### src/hw/rtl/atp_pkg.sv
// Shared types, codes and keyword tables for the age text parser.
package atp_pkg;

  localparam int OUT_W   = 17;
  localparam int Q_DEPTH = 2;

  localparam logic [1:0] ST_UNITS   = 2'd0;
  localparam logic [1:0] ST_KEYWORD = 2'd1;
  localparam logic [1:0] ST_INVALID = 2'd2;

  localparam logic [1:0] MOD_NONE = 2'd0;
  localparam logic [1:0] MOD_LT   = 2'd1;
  localparam logic [1:0] MOD_GT   = 2'd2;

  localparam logic [1:0] KW_CHILD     = 2'd0;
  localparam logic [1:0] KW_INFANT    = 2'd1;
  localparam logic [1:0] KW_STILLBORN = 2'd2;

  localparam logic [7:0] CHILD_YEARS     = 8'd8;
  localparam logic [7:0] INFANT_YEARS    = 8'd1;
  localparam logic [7:0] STILLBORN_YEARS = 8'd0;

  typedef enum logic [2:0] {
    UNIT_NONE,
    UNIT_Y,
    UNIT_M,
    UNIT_W,
    UNIT_D
  } unit_t;

  // one byte after classification; letter is folded to upper case
  typedef struct packed {
    logic       is_end;
    logic       is_space;
    logic       is_digit;
    logic [3:0] digit;
    logic       is_lt;
    logic       is_gt;
    unit_t      unit;
    logic [7:0] letter;
  } atp_class_t;

  function automatic logic [3:0] kw_len(logic [1:0] w);
    logic [3:0] n;
    case (w)
      KW_CHILD:     n = 4'd5;
      KW_INFANT:    n = 4'd6;
      KW_STILLBORN: n = 4'd9;
      default:      n = 4'd5;
    endcase
    return n;
  endfunction

  function automatic logic [7:0] kw_char(logic [1:0] w, logic [3:0] p);
    logic [7:0] ch;
    ch = 8'h00;
    case (w)
      KW_INFANT: begin
        case (p)
          4'd0: ch = "I";
          4'd1: ch = "N";
          4'd2: ch = "F";
          4'd3: ch = "A";
          4'd4: ch = "N";
          4'd5: ch = "T";
          default: ch = 8'h00;
        endcase
      end
      KW_STILLBORN: begin
        case (p)
          4'd0: ch = "S";
          4'd1: ch = "T";
          4'd2: ch = "I";
          4'd3: ch = "L";
          4'd4: ch = "L";
          4'd5: ch = "B";
          4'd6: ch = "O";
          4'd7: ch = "R";
          4'd8: ch = "N";
          default: ch = 8'h00;
        endcase
      end
      default: begin
        case (p)
          4'd0: ch = "C";
          4'd1: ch = "H";
          4'd2: ch = "I";
          4'd3: ch = "L";
          4'd4: ch = "D";
          default: ch = 8'h00;
        endcase
      end
    endcase
    return ch;
  endfunction

endpackage

### src/hw/rtl/atp_in_if.sv
// Input byte channel of the age text parser.
interface atp_in_if;
  logic       valid;
  logic       ready;
  logic [7:0] char_code;
  logic       end_of_text;

  modport source (output valid, output char_code, output end_of_text, input ready);
  modport sink   (input valid, input char_code, input end_of_text, output ready);
endinterface

### src/hw/rtl/atp_out_if.sv
// Result channel of the age text parser.
interface atp_out_if import atp_pkg::*; ();
  logic                    valid;
  logic                    ready;
  logic        [1:0]       status;
  logic        [1:0]       modifier;
  logic signed [OUT_W-1:0] years;
  logic signed [OUT_W-1:0] months;
  logic signed [OUT_W-1:0] weeks;
  logic signed [OUT_W-1:0] days;

  modport source (output valid, output status, output modifier, output years,
                  output months, output weeks, output days, input ready);
  modport sink   (input valid, input status, input modifier, input years,
                  input months, input weeks, input days, output ready);
endinterface

### src/hw/rtl/age_text_parser.sv
// Top level of the age text parser: front end, byte queue and parse back end.
//
// in_ch carries one text byte per transaction (char_code, end_of_text). A
// transaction with end_of_text set, or a zero byte, ends the text; out_ch then
// carries one result: status, modifier and the year, month, week and day
// counts, each -1 when absent. Counts saturate at 2^COUNT_WIDTH - 1.
// Throughput is one byte per cycle: the back end's state machine and its
// multiply-by-ten accumulate take one queued byte in every cycle unless an
// end byte must wait. Bytes are parsed as they leave the queue head; an end
// byte's result is loaded into the output register that drives out_ch.
// A two-entry queue between front and back absorbs stalls. When out_ch is
// stalled, plain bytes keep flowing and only an end byte waits at the queue
// head; in_ch.ready drops once the queue is full.
// Reset clears the parse state and the queue and drops out_ch.valid; the
// block is ready for a new text in the first cycle after reset.
module age_text_parser import atp_pkg::*; #(
  parameter int COUNT_WIDTH = 16
) (
  input  logic      clk,
  input  logic      rst_n,
  atp_in_if.sink    in_ch,
  atp_out_if.source out_ch
);

  logic       push;
  atp_class_t push_data;
  logic       pop;
  logic       q_valid;
  logic       q_full;
  atp_class_t q_data;

  atp_front u_front (
    .in_ch     (in_ch),
    .q_full    (q_full),
    .push      (push),
    .push_data (push_data)
  );

  atp_queue u_queue (
    .clk       (clk),
    .rst_n     (rst_n),
    .push      (push),
    .push_data (push_data),
    .pop       (pop),
    .q_valid   (q_valid),
    .q_full    (q_full),
    .q_data    (q_data)
  );

  atp_back #(
    .COUNT_WIDTH (COUNT_WIDTH)
  ) u_back (
    .clk     (clk),
    .rst_n   (rst_n),
    .q_valid (q_valid),
    .q_data  (q_data),
    .pop     (pop),
    .out_ch  (out_ch)
  );

endmodule

### src/hw/rtl/atp_front.sv
// Front end: takes input bytes and classifies them for the parser.
module atp_front import atp_pkg::*; (
  atp_in_if.sink     in_ch,
  input  logic       q_full,
  output logic       push,
  output atp_class_t push_data
);

  logic [7:0] c;
  logic [7:0] up;

  assign c  = in_ch.char_code;
  assign up = (c >= "a" && c <= "z") ? c - 8'd32 : c;

  assign in_ch.ready = !q_full;
  assign push        = in_ch.valid && !q_full;

  always_comb begin
    push_data          = '0;
    // a zero byte ends the text like an end item
    push_data.is_end   = in_ch.end_of_text || (c == 8'h00);
    push_data.is_space = (c == 8'h20) || (c >= 8'h09 && c <= 8'h0D);
    push_data.is_digit = (c >= "0" && c <= "9");
    push_data.digit    = c[3:0];
    push_data.is_lt    = (c == "<");
    push_data.is_gt    = (c == ">");
    push_data.letter   = up;
    case (up)
      "Y":     push_data.unit = UNIT_Y;
      "M":     push_data.unit = UNIT_M;
      "W":     push_data.unit = UNIT_W;
      "D":     push_data.unit = UNIT_D;
      default: push_data.unit = UNIT_NONE;
    endcase
  end

endmodule

### src/hw/rtl/atp_queue.sv
// Short queue of classified bytes between front and back.
module atp_queue import atp_pkg::*; (
  input  logic       clk,
  input  logic       rst_n,
  input  logic       push,
  input  atp_class_t push_data,
  input  logic       pop,
  output logic       q_valid,
  output logic       q_full,
  output atp_class_t q_data
);

  localparam int PW = (Q_DEPTH > 1) ? $clog2(Q_DEPTH) : 1;
  localparam int CW = $clog2(Q_DEPTH + 1);

  atp_class_t      entry_r [Q_DEPTH];
  logic [PW-1:0]   wr_ptr_r, wr_ptr_nxt;
  logic [PW-1:0]   rd_ptr_r, rd_ptr_nxt;
  logic [CW-1:0]   count_r, count_nxt;

  assign q_valid = (count_r != '0);
  assign q_full  = (count_r == CW'(Q_DEPTH));
  assign q_data  = entry_r[rd_ptr_r];

  function automatic logic [PW-1:0] ptr_inc(logic [PW-1:0] p);
    return (p == PW'(Q_DEPTH - 1)) ? '0 : p + 1'b1;
  endfunction

  always_comb begin
    wr_ptr_nxt = push ? ptr_inc(wr_ptr_r) : wr_ptr_r;
    rd_ptr_nxt = pop  ? ptr_inc(rd_ptr_r) : rd_ptr_r;
    count_nxt  = count_r;
    if (push && !pop) begin
      count_nxt = count_r + 1'b1;
    end else if (pop && !push) begin
      count_nxt = count_r - 1'b1;
    end
  end

  always_ff @(posedge clk) begin
    if (!rst_n) begin
      wr_ptr_r <= '0;
      rd_ptr_r <= '0;
      count_r  <= '0;
    end else begin
      wr_ptr_r <= wr_ptr_nxt;
      rd_ptr_r <= rd_ptr_nxt;
      count_r  <= count_nxt;
    end
  end

  always_ff @(posedge clk) begin
    if (push) begin
      entry_r[wr_ptr_r] <= push_data;
    end
  end

endmodule

### src/hw/rtl/atp_back.sv
// Back end: parse state machine, count accumulation and result register.
module atp_back import atp_pkg::*; #(
  parameter int COUNT_WIDTH = 16
) (
  input  logic       clk,
  input  logic       rst_n,
  input  logic       q_valid,
  input  atp_class_t q_data,
  output logic       pop,
  atp_out_if.source  out_ch
);

  typedef enum logic [2:0] {
    PH_LEAD,
    PH_KEYWORD,
    PH_KW_TAIL,
    PH_AFTER_MOD,
    PH_NUM,
    PH_NUM_SP,
    PH_AFTER_UNIT,
    PH_INVALID
  } phase_t;

  localparam int SW = COUNT_WIDTH + 4;

  phase_t                 phase_r, phase_nxt;
  logic [1:0]             kw_which_r, kw_which_nxt;
  logic [3:0]             kw_pos_r, kw_pos_nxt;
  logic [COUNT_WIDTH-1:0] acc_r, acc_nxt;
  logic [3:0]             set_r, set_nxt;   // y, m, w, d present
  logic [COUNT_WIDTH-1:0] yr_r, yr_nxt, mo_r, mo_nxt, wk_r, wk_nxt, dy_r, dy_nxt;
  logic [1:0]             mod_r, mod_nxt;

  logic                    out_valid_r, out_valid_nxt;
  logic [1:0]              out_status_r, out_status_nxt;
  logic [1:0]              out_mod_r, out_mod_nxt;
  logic signed [OUT_W-1:0] out_yr_r, out_yr_nxt, out_mo_r, out_mo_nxt;
  logic signed [OUT_W-1:0] out_wk_r, out_wk_nxt, out_dy_r, out_dy_nxt;

  logic                   is_end;
  logic [COUNT_WIDTH-1:0] add_base;
  logic [SW-1:0]          sum;
  logic [COUNT_WIDTH-1:0] acc_dig;
  logic [3:0]             kw_pos_inc;

  function automatic logic signed [OUT_W-1:0] cnt_out(logic v, logic [COUNT_WIDTH-1:0] x);
    return v ? OUT_W'(x) : '1;
  endfunction

  assign is_end = q_data.is_end;
  assign pop    = q_valid && (!is_end || !out_valid_r || out_ch.ready);

  // acc * 10 + digit, saturating; a fresh number starts from zero
  assign add_base   = (phase_r == PH_NUM) ? acc_r : '0;
  assign sum        = SW'({add_base, 3'b000}) + SW'({add_base, 1'b0}) + SW'(q_data.digit);
  assign acc_dig    = (|sum[SW-1:COUNT_WIDTH]) ? '1 : sum[COUNT_WIDTH-1:0];
  assign kw_pos_inc = kw_pos_r + 4'd1;

  always_comb begin
    phase_nxt    = phase_r;
    kw_which_nxt = kw_which_r;
    kw_pos_nxt   = kw_pos_r;
    acc_nxt      = acc_r;
    set_nxt      = set_r;
    yr_nxt       = yr_r;
    mo_nxt       = mo_r;
    wk_nxt       = wk_r;
    dy_nxt       = dy_r;
    mod_nxt      = mod_r;

    out_status_nxt = out_status_r;
    out_mod_nxt    = out_mod_r;
    out_yr_nxt     = out_yr_r;
    out_mo_nxt     = out_mo_r;
    out_wk_nxt     = out_wk_r;
    out_dy_nxt     = out_dy_r;
    out_valid_nxt  = out_ch.ready ? 1'b0 : out_valid_r;

    if (pop && is_end) begin
      out_valid_nxt  = 1'b1;
      out_status_nxt = ST_INVALID;
      out_mod_nxt    = mod_r;
      out_yr_nxt     = cnt_out(set_r[0], yr_r);
      out_mo_nxt     = cnt_out(set_r[1], mo_r);
      out_wk_nxt     = cnt_out(set_r[2], wk_r);
      out_dy_nxt     = cnt_out(set_r[3], dy_r);
      unique case (phase_r)
        PH_KW_TAIL: begin
          out_status_nxt = ST_KEYWORD;
          if (kw_which_r == KW_CHILD) begin
            out_mod_nxt = MOD_LT;
            out_yr_nxt  = OUT_W'(CHILD_YEARS);
          end else if (kw_which_r == KW_INFANT) begin
            out_mod_nxt = MOD_LT;
            out_yr_nxt  = OUT_W'(INFANT_YEARS);
          end else begin
            out_mod_nxt = MOD_NONE;
            out_yr_nxt  = OUT_W'(STILLBORN_YEARS);
          end
        end
        PH_NUM, PH_NUM_SP: begin
          // bare trailing number counts as years unless y, m or d was given
          if (!set_r[0] && !set_r[1] && !set_r[3]) begin
            out_status_nxt = ST_UNITS;
            out_yr_nxt     = cnt_out(1'b1, acc_r);
          end
        end
        PH_AFTER_UNIT: out_status_nxt = ST_UNITS;
        PH_LEAD, PH_KEYWORD, PH_AFTER_MOD, PH_INVALID: out_status_nxt = ST_INVALID;
      endcase
      phase_nxt    = PH_LEAD;
      kw_which_nxt = '0;
      kw_pos_nxt   = '0;
      acc_nxt      = '0;
      set_nxt      = '0;
      mod_nxt      = MOD_NONE;
    end else if (pop) begin
      unique case (phase_r)
        PH_LEAD: begin
          if (q_data.is_space) begin
            phase_nxt = PH_LEAD;
          end else if (q_data.letter == "C" || q_data.letter == "I" ||
                       q_data.letter == "S") begin
            kw_which_nxt = (q_data.letter == "C") ? KW_CHILD :
                           (q_data.letter == "I") ? KW_INFANT : KW_STILLBORN;
            kw_pos_nxt   = 4'd1;
            phase_nxt    = PH_KEYWORD;
          end else if (q_data.is_lt || q_data.is_gt) begin
            mod_nxt   = q_data.is_lt ? MOD_LT : MOD_GT;
            phase_nxt = PH_AFTER_MOD;
          end else if (q_data.is_digit) begin
            acc_nxt   = acc_dig;
            phase_nxt = PH_NUM;
          end else begin
            phase_nxt = PH_INVALID;
          end
        end
        PH_KEYWORD: begin
          if (q_data.letter == kw_char(kw_which_r, kw_pos_r)) begin
            kw_pos_nxt = kw_pos_inc;
            if (kw_pos_inc >= kw_len(kw_which_r)) begin
              phase_nxt = PH_KW_TAIL;
            end
          end else begin
            phase_nxt = PH_INVALID;
          end
        end
        PH_KW_TAIL: begin
          if (!q_data.is_space) phase_nxt = PH_INVALID;
        end
        PH_AFTER_MOD, PH_AFTER_UNIT: begin
          if (q_data.is_space) begin
            phase_nxt = phase_r;
          end else if (q_data.is_digit) begin
            acc_nxt   = acc_dig;
            phase_nxt = PH_NUM;
          end else begin
            phase_nxt = PH_INVALID;
          end
        end
        PH_NUM, PH_NUM_SP: begin
          if (q_data.is_digit && phase_r == PH_NUM) begin
            acc_nxt = acc_dig;
          end else if (q_data.is_space) begin
            phase_nxt = PH_NUM_SP;
          end else begin
            phase_nxt = PH_AFTER_UNIT;
            acc_nxt   = '0;
            case (q_data.unit)
              UNIT_Y: begin set_nxt[0] = 1'b1; yr_nxt = acc_r; end
              UNIT_M: begin set_nxt[1] = 1'b1; mo_nxt = acc_r; end
              UNIT_W: begin set_nxt[2] = 1'b1; wk_nxt = acc_r; end
              UNIT_D: begin set_nxt[3] = 1'b1; dy_nxt = acc_r; end
              default: begin
                acc_nxt   = acc_r;
                phase_nxt = PH_INVALID;
              end
            endcase
          end
        end
        PH_INVALID: phase_nxt = PH_INVALID;
      endcase
    end
  end

  always_ff @(posedge clk) begin
    if (!rst_n) begin
      phase_r      <= PH_LEAD;
      kw_which_r   <= '0;
      kw_pos_r     <= '0;
      acc_r        <= '0;
      set_r        <= '0;
      mod_r        <= MOD_NONE;
      out_valid_r  <= 1'b0;
    end else begin
      phase_r      <= phase_nxt;
      kw_which_r   <= kw_which_nxt;
      kw_pos_r     <= kw_pos_nxt;
      acc_r        <= acc_nxt;
      set_r        <= set_nxt;
      mod_r        <= mod_nxt;
      out_valid_r  <= out_valid_nxt;
    end
    yr_r         <= yr_nxt;
    mo_r         <= mo_nxt;
    wk_r         <= wk_nxt;
    dy_r         <= dy_nxt;
    out_status_r <= out_status_nxt;
    out_mod_r    <= out_mod_nxt;
    out_yr_r     <= out_yr_nxt;
    out_mo_r     <= out_mo_nxt;
    out_wk_r     <= out_wk_nxt;
    out_dy_r     <= out_dy_nxt;
  end

  assign out_ch.valid    = out_valid_r;
  assign out_ch.status   = out_status_r;
  assign out_ch.modifier = out_mod_r;
  assign out_ch.years    = out_yr_r;
  assign out_ch.months   = out_mo_r;
  assign out_ch.weeks    = out_wk_r;
  assign out_ch.days     = out_dy_r;

endmodule

### src/flat_wrapper.sv
// flat-port wrapper written by rule: the top's interface ports become plain ports
module age_text_parser_flat import atp_pkg::*;
#(
  parameter int COUNT_WIDTH = 16
)
  (clk, rst_n, in_ch_valid, in_ch_char_code, in_ch_end_of_text, in_ch_ready, out_ch_valid, out_ch_status, out_ch_modifier, out_ch_years, out_ch_months, out_ch_weeks, out_ch_days, out_ch_ready);
  atp_in_if in_ch_i ();
  atp_out_if out_ch_i ();
  input  logic clk;
  input  logic rst_n;
  input wire logic [$bits(in_ch_i.valid)-1:0] in_ch_valid;
  input wire logic [$bits(in_ch_i.char_code)-1:0] in_ch_char_code;
  input wire logic [$bits(in_ch_i.end_of_text)-1:0] in_ch_end_of_text;
  output wire logic [$bits(in_ch_i.ready)-1:0] in_ch_ready;
  output wire logic [$bits(out_ch_i.valid)-1:0] out_ch_valid;
  output wire logic [$bits(out_ch_i.status)-1:0] out_ch_status;
  output wire logic [$bits(out_ch_i.modifier)-1:0] out_ch_modifier;
  output wire logic [$bits(out_ch_i.years)-1:0] out_ch_years;
  output wire logic [$bits(out_ch_i.months)-1:0] out_ch_months;
  output wire logic [$bits(out_ch_i.weeks)-1:0] out_ch_weeks;
  output wire logic [$bits(out_ch_i.days)-1:0] out_ch_days;
  input wire logic [$bits(out_ch_i.ready)-1:0] out_ch_ready;
  assign in_ch_i.valid = in_ch_valid;
  assign in_ch_i.char_code = in_ch_char_code;
  assign in_ch_i.end_of_text = in_ch_end_of_text;
  assign in_ch_ready = in_ch_i.ready;
  assign out_ch_valid = out_ch_i.valid;
  assign out_ch_status = out_ch_i.status;
  assign out_ch_modifier = out_ch_i.modifier;
  assign out_ch_years = out_ch_i.years;
  assign out_ch_months = out_ch_i.months;
  assign out_ch_weeks = out_ch_i.weeks;
  assign out_ch_days = out_ch_i.days;
  assign out_ch_i.ready = out_ch_ready;
  age_text_parser #(.COUNT_WIDTH(COUNT_WIDTH)) u_core (.clk(clk), .rst_n(rst_n), .in_ch(in_ch_i), .out_ch(out_ch_i));
endmodule
### config.mk
export PLATFORM = sky130hd
export DESIGN_NAME = age_text_parser_flat
export DESIGN_NICKNAME = d
export VERILOG_FILES = /design/src/hw/rtl/atp_pkg.sv /design/src/hw/rtl/atp_in_if.sv /design/src/hw/rtl/atp_out_if.sv /design/src/hw/rtl/age_text_parser.sv /design/src/hw/rtl/atp_front.sv /design/src/hw/rtl/atp_queue.sv /design/src/hw/rtl/atp_back.sv /design/src/flat_wrapper.sv
export SDC_FILE = /design/constraint.sdc
export NUM_CORES = 1
export LEC_CHECK = 0
export BUFFER_PORTS_ARGS = -buffer_cell sky130_fd_sc_hd__buf_4
export CAP_MARGIN = 5
export CORE_ASPECT_RATIO = 1.4
export CORE_MARGIN = 2
export CORE_UTILIZATION = 50
export CTS_CLUSTER_SIZE = 24
export DETAILED_ROUTE_END_ITERATION = 10
export PLACE_DENSITY_LB_ADDON = 0.15
export RECOVER_POWER = 100
export SLEW_MARGIN = 40
export SYNTH_ARGS = -nofsm -noshare
export SYNTH_HDL_FRONTEND = slang
export SYNTH_SLANG_ARGS = --single-unit
### constraint.sdc
create_clock -name clk -period 6.6 [get_ports clk]
set_input_delay 0.66 -clock clk [delete_from_list [all_inputs] [get_ports clk]]
set_output_delay 0.66 -clock clk [all_outputs]
set_load 0.005 [all_outputs]
# Word level (Yosys, flattened, before mapping)
# Memory sizes are Yosys's and may differ from the RTL's. A register that Yosys moved wholly into a read port is not among the register bits.
# Cells that the tools add are included.
[totals] out_inout_bits=74 mem_count=2 romBits=96 ramBits=40 word_cells=212 inputBits=13 reg_bits=172
[mem_list] name="(name not given)" words=16 word_bits=6 read_ports=1 rd_ports_with_merged_regs=1 wr=0 line="atp_pkg.sv:70" text="case (p)"
[mem_list] name="u_core.u_queue.entry_r" words=2 word_bits=20 read_ports=1 rd_ports_with_merged_regs=1 wr=1 line="atp_queue.sv:16" text="atp_class_t entry_r [Q_DEPTH];"
[op_classes] n_reduce_logical=55 n_eq_ne=41 muxes=68 addsub=8 n_lt_le_gt_ge=7 bitwise_logic=5
[ops] op="16-bit two-way mux" count=10
[ops] op="17-bit two-way mux" count=5
[ops] op="7-bit one-hot mux with 5 select lines" count=2
[ops] op="8-bit by 7-bit equality test with 1-bit output, second input constant" count=7
[ops] op="16-bit one-hot mux with 3 select lines" count=1
[ops] op="4-bit two-way mux" count=10
[ops] op="5-bit AND reduction" count=7
[ops] op="17-bit one-hot mux with 2 select lines" count=1
[ops] op="8-bit two-way mux" count=4
[ops] op="8-bit by 6-bit equality test with 1-bit output, second input constant" count=3
[ops] op="3-bit two-way mux" count=8
[ops] op="6-bit AND reduction" count=4
[ops] op="19-bit by 17-bit adder with 20-bit output" count=1
[ops] op="20-bit by 4-bit adder with 20-bit output" count=1
[ops] op="2-bit two-way mux" count=9
[ops] op="3-bit one-hot mux with 6 select lines" count=1
[ops] op="2-bit inequality test, second input constant" count=8
[ops] op="4-bit one-hot mux with 2 select lines" count=2
[ops] op="8-bit one-hot mux with 2 select lines" count=1
[ops] op="3-bit equality test, second input constant" count=5
[ops] op="3-bit by 2-bit equality test with 1-bit output, second input constant" count=4
[ops] op="1-bit two-way mux" count=12
[ops] op="3-bit one-hot mux with 4 select lines" count=1
[ops] op="4-bit OR reduction" count=3
[ops] op="34 further kinds" count=74

# Longest topological paths before layout
[logic_depth] depth_word=16 depth_mapped=19 ltp_nobuf=16

# Modules after synthesis
# Synthesis repeated with hierarchy kept, for this count alone.
[unflattened] hier_cells=860 area_unflattened_um2=10480.1
[modules_own_cells] mod="atp_back" area_per_inst_um2=8406.8 seq_area_each_um2=4844.6 instances=1 cells_each=713
[modules_own_cells] mod="atp_queue" area_per_inst_um2=1657.8 seq_area_each_um2=1301.2 instances=1 cells_each=84
[modules_own_cells] mod="atp_front" area_per_inst_um2=415.4 seq_area_each_um2=0.0 instances=1 cells_each=63

# Worst setup path before layout
# No wires, ideal clock.
[synth_path] path_kind="register to register" start="register with a tool-made name" end="register u_core.u_back.acc_r[10]" setup_ns=0.122 t_arrival_ns=5.245 path_buffers=3 t_required_ns=6.478 stages_incl_launch_ff=13 synth_period_minus_slack_ns=5.366 setup_slack_ns=1.234 cell_sequence="dfxtp_1 buf_6 mux2i_1 nand2b_1 o21ai_1 nor2_1 nor2b_1 clkbuf_1 nand2_1 nor2_1 o31a_1 buf_2 a221o_1"
[synth_lines] item="end signal: assignment" line="atp_back.sv:199" text="acc_r <= acc_nxt;"
[synth_lines] item="end: declaration" line="atp_back.sv:29" text="logic [COUNT_WIDTH-1:0] acc_r, acc_nxt;"

==> results.py <==
metrics = {
    "place": {
        "place_congestion": 0.8749,
        "dp_hpwl_mm": 14.83,
        "dpl_cell_area_um2": 10690,
        "placed_cells": 1080,
        "port_buffers": 86,
    },
    "sta": {
        "whs_ns": 0.4594,
        "finalCritPeriodShare_pct": 74.80,
        "final-setup-viol-count": 0,
        "period_needed_ns": 4.937,
        "rsz0062_at_grt": "no",
        "clock.fmax_ghz": 0.2026,
        "final_max_slew_viol_count": 108,
        "hold_violations": 0,
        "fin_worst_skew_ns": 0.01670,
        "finalSetupTns_ns": 0,
        "worst-slew-pin-transition_ns": 1.839,
        "slew_headroom_pct": -22.62,
    },
    "synth": {
        "synth-seq-area-share_pct": 60.47,
        "synthDistinctLibCells": 71,
        "syn_area_per_cell_um2": 12.67,
        "synthFlopType": "edfxtp_1",
        "async_flop_share_pct": 0,
        "syn-instance-count": 771,
        "yosys_warnings": 0,
        "synth_fp_nets": 833,
        "synth_edf_count": 168,
        "synth_area_um2": 9767,
        "yosys_register_bits": 211,
    },
    "finish": {
        "diodes": 0,
        "drive_gt1_share_pct": 17.17,
        "nets": 916,
        "fillers": 1621,
        "area_delta_synth_final_pct": 14.85,
        "fin_cells": 1116,
        "design_area_um2": 11220,
    },
    "clock_network": {
        "cts_sinks": 211,
        "clock-root-buffer": "clkbuf_16",
        "clk_pin_slew_ns": 0.06,
        "clk_path_buf_depth": 3,
        "cts_tree": "done",
        "cts_inserted_buffers": 20,
        "cts-resized-gates": 0,
        "htreeDepth": 1,
        "post_cts_buffers": 0,
        "ctsHoldBuffers": 0,
        "clkLatencyLatePin_ns": 0.50,
    },
    "drt": {
        "drc": 0,
        "dr.first_iter.drc_count": 496,
        "vias": 6284,
        "dr.pass1.iters": 5,
        "drt-total-wl_mm": 20.15,
        "drt-vias-per-instance": 5.631,
        "wire_per_inst_um": 18.06,
        "final_antenna_net_count": 0,
    },
    "grt": {
        "grt_use_total_pct": 19.64,
        "grt_antenna_before_repair": 0,
        "gr-total-overflow": 0,
        "grt_max_degree": 74,
        "first_global_vias": 6185,
        "grt_pass1_wl_mm": 32.03,
    },
    "floorplanning": {
        "fp.dieW_um": 122.1,
        "die_area_um2": 20680,
        "core_um2": 19220,
        "io_pins": 87,
        "start_util_pct": 50.82,
        "die_y_um": 169.4,
        "rows": 60,
    },
    "worst_setup_path": {
        "end_kind": "flip-flop",
        "crit_fanout": 20,
        "r2r_setup_slack_ns": 1.66,
        "r2r_end": "u_core.u_back.acc_r[13]",
        "cp.arrival_ns": 5.31,
        "ff2ff_path_depth": 13,
        "setup.worst_path.class": "flip-flop to flip-flop",
        "startpoint_type": "flip-flop",
        "cp.required_ns": 6.97,
    },
    "power_and_ir_drop": {
        "vdd_ir_drop_max_v": 0.0002646,
        "power.density_nw_per_um2": 324.1,
        "p_leak_nw": 3.945,
    },
    "run_status": {
        "violations": "max-capacitance violations, max-slew violations",
        "status": "finished with violations",
    },
    "worst_hold_path": {
        "min_path_type": "input port to flip-flop",
        "holdCritStartpoint": "in_ch_end_of_text",
        "hold_depth": 2,
        "hold_end": "u_core.u_queue.entry_r[0][19]",
    },
    "flow_run": {
        "drv_cap": 3,
    },
}
==> placed cells by master (no fill, tap or decap), types with 17 or more instances in the layout <==
cell / instances
ha_1: 47
and3_1: 17
inv_1: 33
nand2b_1: 64
clkbuf_16: 21
dfxtp_1: 43
a221o_1: 20
clkbuf_4: 71
o21ai_0: 19
nand2_1: 40
edfxtp_1: 168
a21oi_1: 36
nor2_1: 52
==> Yosys cell counts, types with 3 or more instances <==
library cell | number | area, µm²
a211o_1 | 3 | 26.28
a211oi_1 | 5 | 37.54
a21o_1 | 10 | 75.07
a21oi_1 | 36 | 180.2
a221o_1 | 20 | 200.2
a31oi_1 | 7 | 43.79
a32o_1 | 4 | 40.04
and2_1 | 7 | 43.79
and3_1 | 17 | 106.4
and4_1 | 3 | 26.28
buf_2 | 7 | 35.03
clkbuf_1 | 25 | 93.84
dfxtp_1 | 43 | 860.8
edfxtp_1 | 168 | 5045
ha_1 | 47 | 588.1
inv_1 | 33 | 123.9
mux2_2 | 5 | 56.30
mux2i_1 | 9 | 90.09
nand2_1 | 40 | 150.1
nand2b_1 | 63 | 394.1
nand3_1 | 7 | 35.03
nand4b_1 | 3 | 26.28
nor2_1 | 54 | 202.7
nor2b_1 | 9 | 56.30
nor3_1 | 14 | 70.07
nor4_1 | 3 | 18.77
o211ai_1 | 4 | 30.03
o21a_1 | 8 | 60.06
o21ai_0 | 18 | 90.09
o21ai_1 | 3 | 15.01
o221a_2 | 14 | 157.7
o22ai_1 | 6 | 37.54
or3_1 | 3 | 18.77
xnor2_1 | 14 | 122.6
xor2_1 | 7 | 61.31
==> layer usage <==
layer | GRT usage [%] | share of wire, % | wire [µm]
met4 | 5.047 | 1.9 | 383
met3 | 2.554 | 4.0 | 802
met1 | 23.28 | 40 | 8075
met5 | 0 | 0 | 0
met2 | 37.04 | 54 | 10890
==> registers in the layout (all words and copies together) (netlist names), named ones only <==
| signal | cells |
|---|---|
| u_core.u_queue.entry_r | 32 |
| u_core.u_back.out_ch.days | 17 |
| u_core.u_back.out_ch.months | 17 |
| u_core.u_back.out_ch.weeks | 17 |
| u_core.u_back.out_ch.years | 17 |
| u_core.u_back.acc_r | 16 |
| u_core.u_back.dy_r | 16 |
| u_core.u_back.mo_r | 16 |
| u_core.u_back.wk_r | 16 |
| u_core.u_back.yr_r | 16 |
| u_core.u_back.kw_pos_r | 4 |
| u_core.u_back.set_r | 4 |
| u_core.u_back.phase_r | 3 |
| u_core.u_back.kw_which_r | 2 |
| u_core.u_back.mod_r | 2 |
| u_core.u_back.out_ch.modifier | 2 |
| u_core.u_back.out_ch.status | 2 |
| u_core.u_queue.count_r | 2 |
| u_core.u_back.out_ch.valid | 1 |
| u_core.u_queue.rd_ptr_r | 1 |
| u_core.u_queue.wr_ptr_r | 1 |
==> cell type report <==
| cell class | instances | area (µm²) | area share, % |
|---|---|---|---|
| clock buffer | 23 | 543.0 | 4.841 |
| clock inverter | 13 | 83.83 | 0.7474 |
| inverter | 33 | 123.9 | 1.104 |
| multi-input combinational | 494 | 3592 | 32.02 |
| sequential | 211 | 5906 | 52.65 |
| tap | 248 | 310.3 | 2.766 |
| timing repair buffer | 94 | 658.1 | 5.867 |
==> critical path, cell delays in order, from the launching register on <==
cell and delay (ns):
dfxtp_1 0.98, mux2_1 0.43, ha_1 0.31, ha_1 0.23, fa_1 0.40, a21o_1 0.20
a21oi_1 0.19, nand2b_1 0.19, a311o_1 0.23, a21oi_1 0.08, a2111oi_0 0.56, mux2i_1 0.16
o31a_1 0.50, a221o_1 0.34
==> logic make-up (layout without fill, tap and decap cells) <==
group / Yosys count / after routing / share of synthesized area (%)
AO/OA/AOI/OAI: 167 / 167 / 13.00
XOR/XNOR: 22 / 22 / 2.050
adder cells (fa/ha/maj): 49 / 49 / 6.431
buffers and inverters: 66 / 163 / 2.703
flip-flops: 211 / 211 / 60.47
multiplexers: 16 / 16 / 1.960
AND/OR/NAND/NOR: 240 / 240 / 13.39
==> how the worst max path moves through the flow <==
| stage | from | slack, ns | endpoint | cells past startpoint |
|---|---|---|---|---|
| 2_1_floorplan | flip-flop | 1.23 | u_core.u_back.acc_r[10] | 12 |
| 3_3_place_gp | flip-flop | 1.87 | u_core.u_back.acc_r[2] | 13 |
| 3_5_place_dp | u_core.u_back.phase_r[2] | 1.82 | u_core.u_back.acc_r[13] | 16 |
| 4_1_cts | u_core.u_back.phase_r[2] | 1.74 | u_core.u_back.acc_r[13] | 16 |
| 5_1_grt | flip-flop | 1.28 | u_core.u_back.acc_r[6] | 13 |
| 6_report | flip-flop | 1.66 | u_core.u_back.acc_r[13] | 13 |
==> power by group <==
part	leakage (nW)	total [mW]	switching [mW]	internal, mW
registers	1.61	1.71	0.0907	1.62
clock network	0.314	1.08	0.483	0.600
logic	2.02	0.843	0.521	0.322
total	3.95	3.64	1.09	2.54
==> through the flow <==
step                power [mW]  setup WS, ns  utilization, %
global placement         2.563         1.869           55.47
floorplan                2.327         1.234               -
global route             3.811         1.280           58.37
finish                   3.635         1.663           58.37
detailed placement       2.608         1.825           55.62
CTS                      3.692         1.739           58.88
Power figures use the tool's default switching activity.
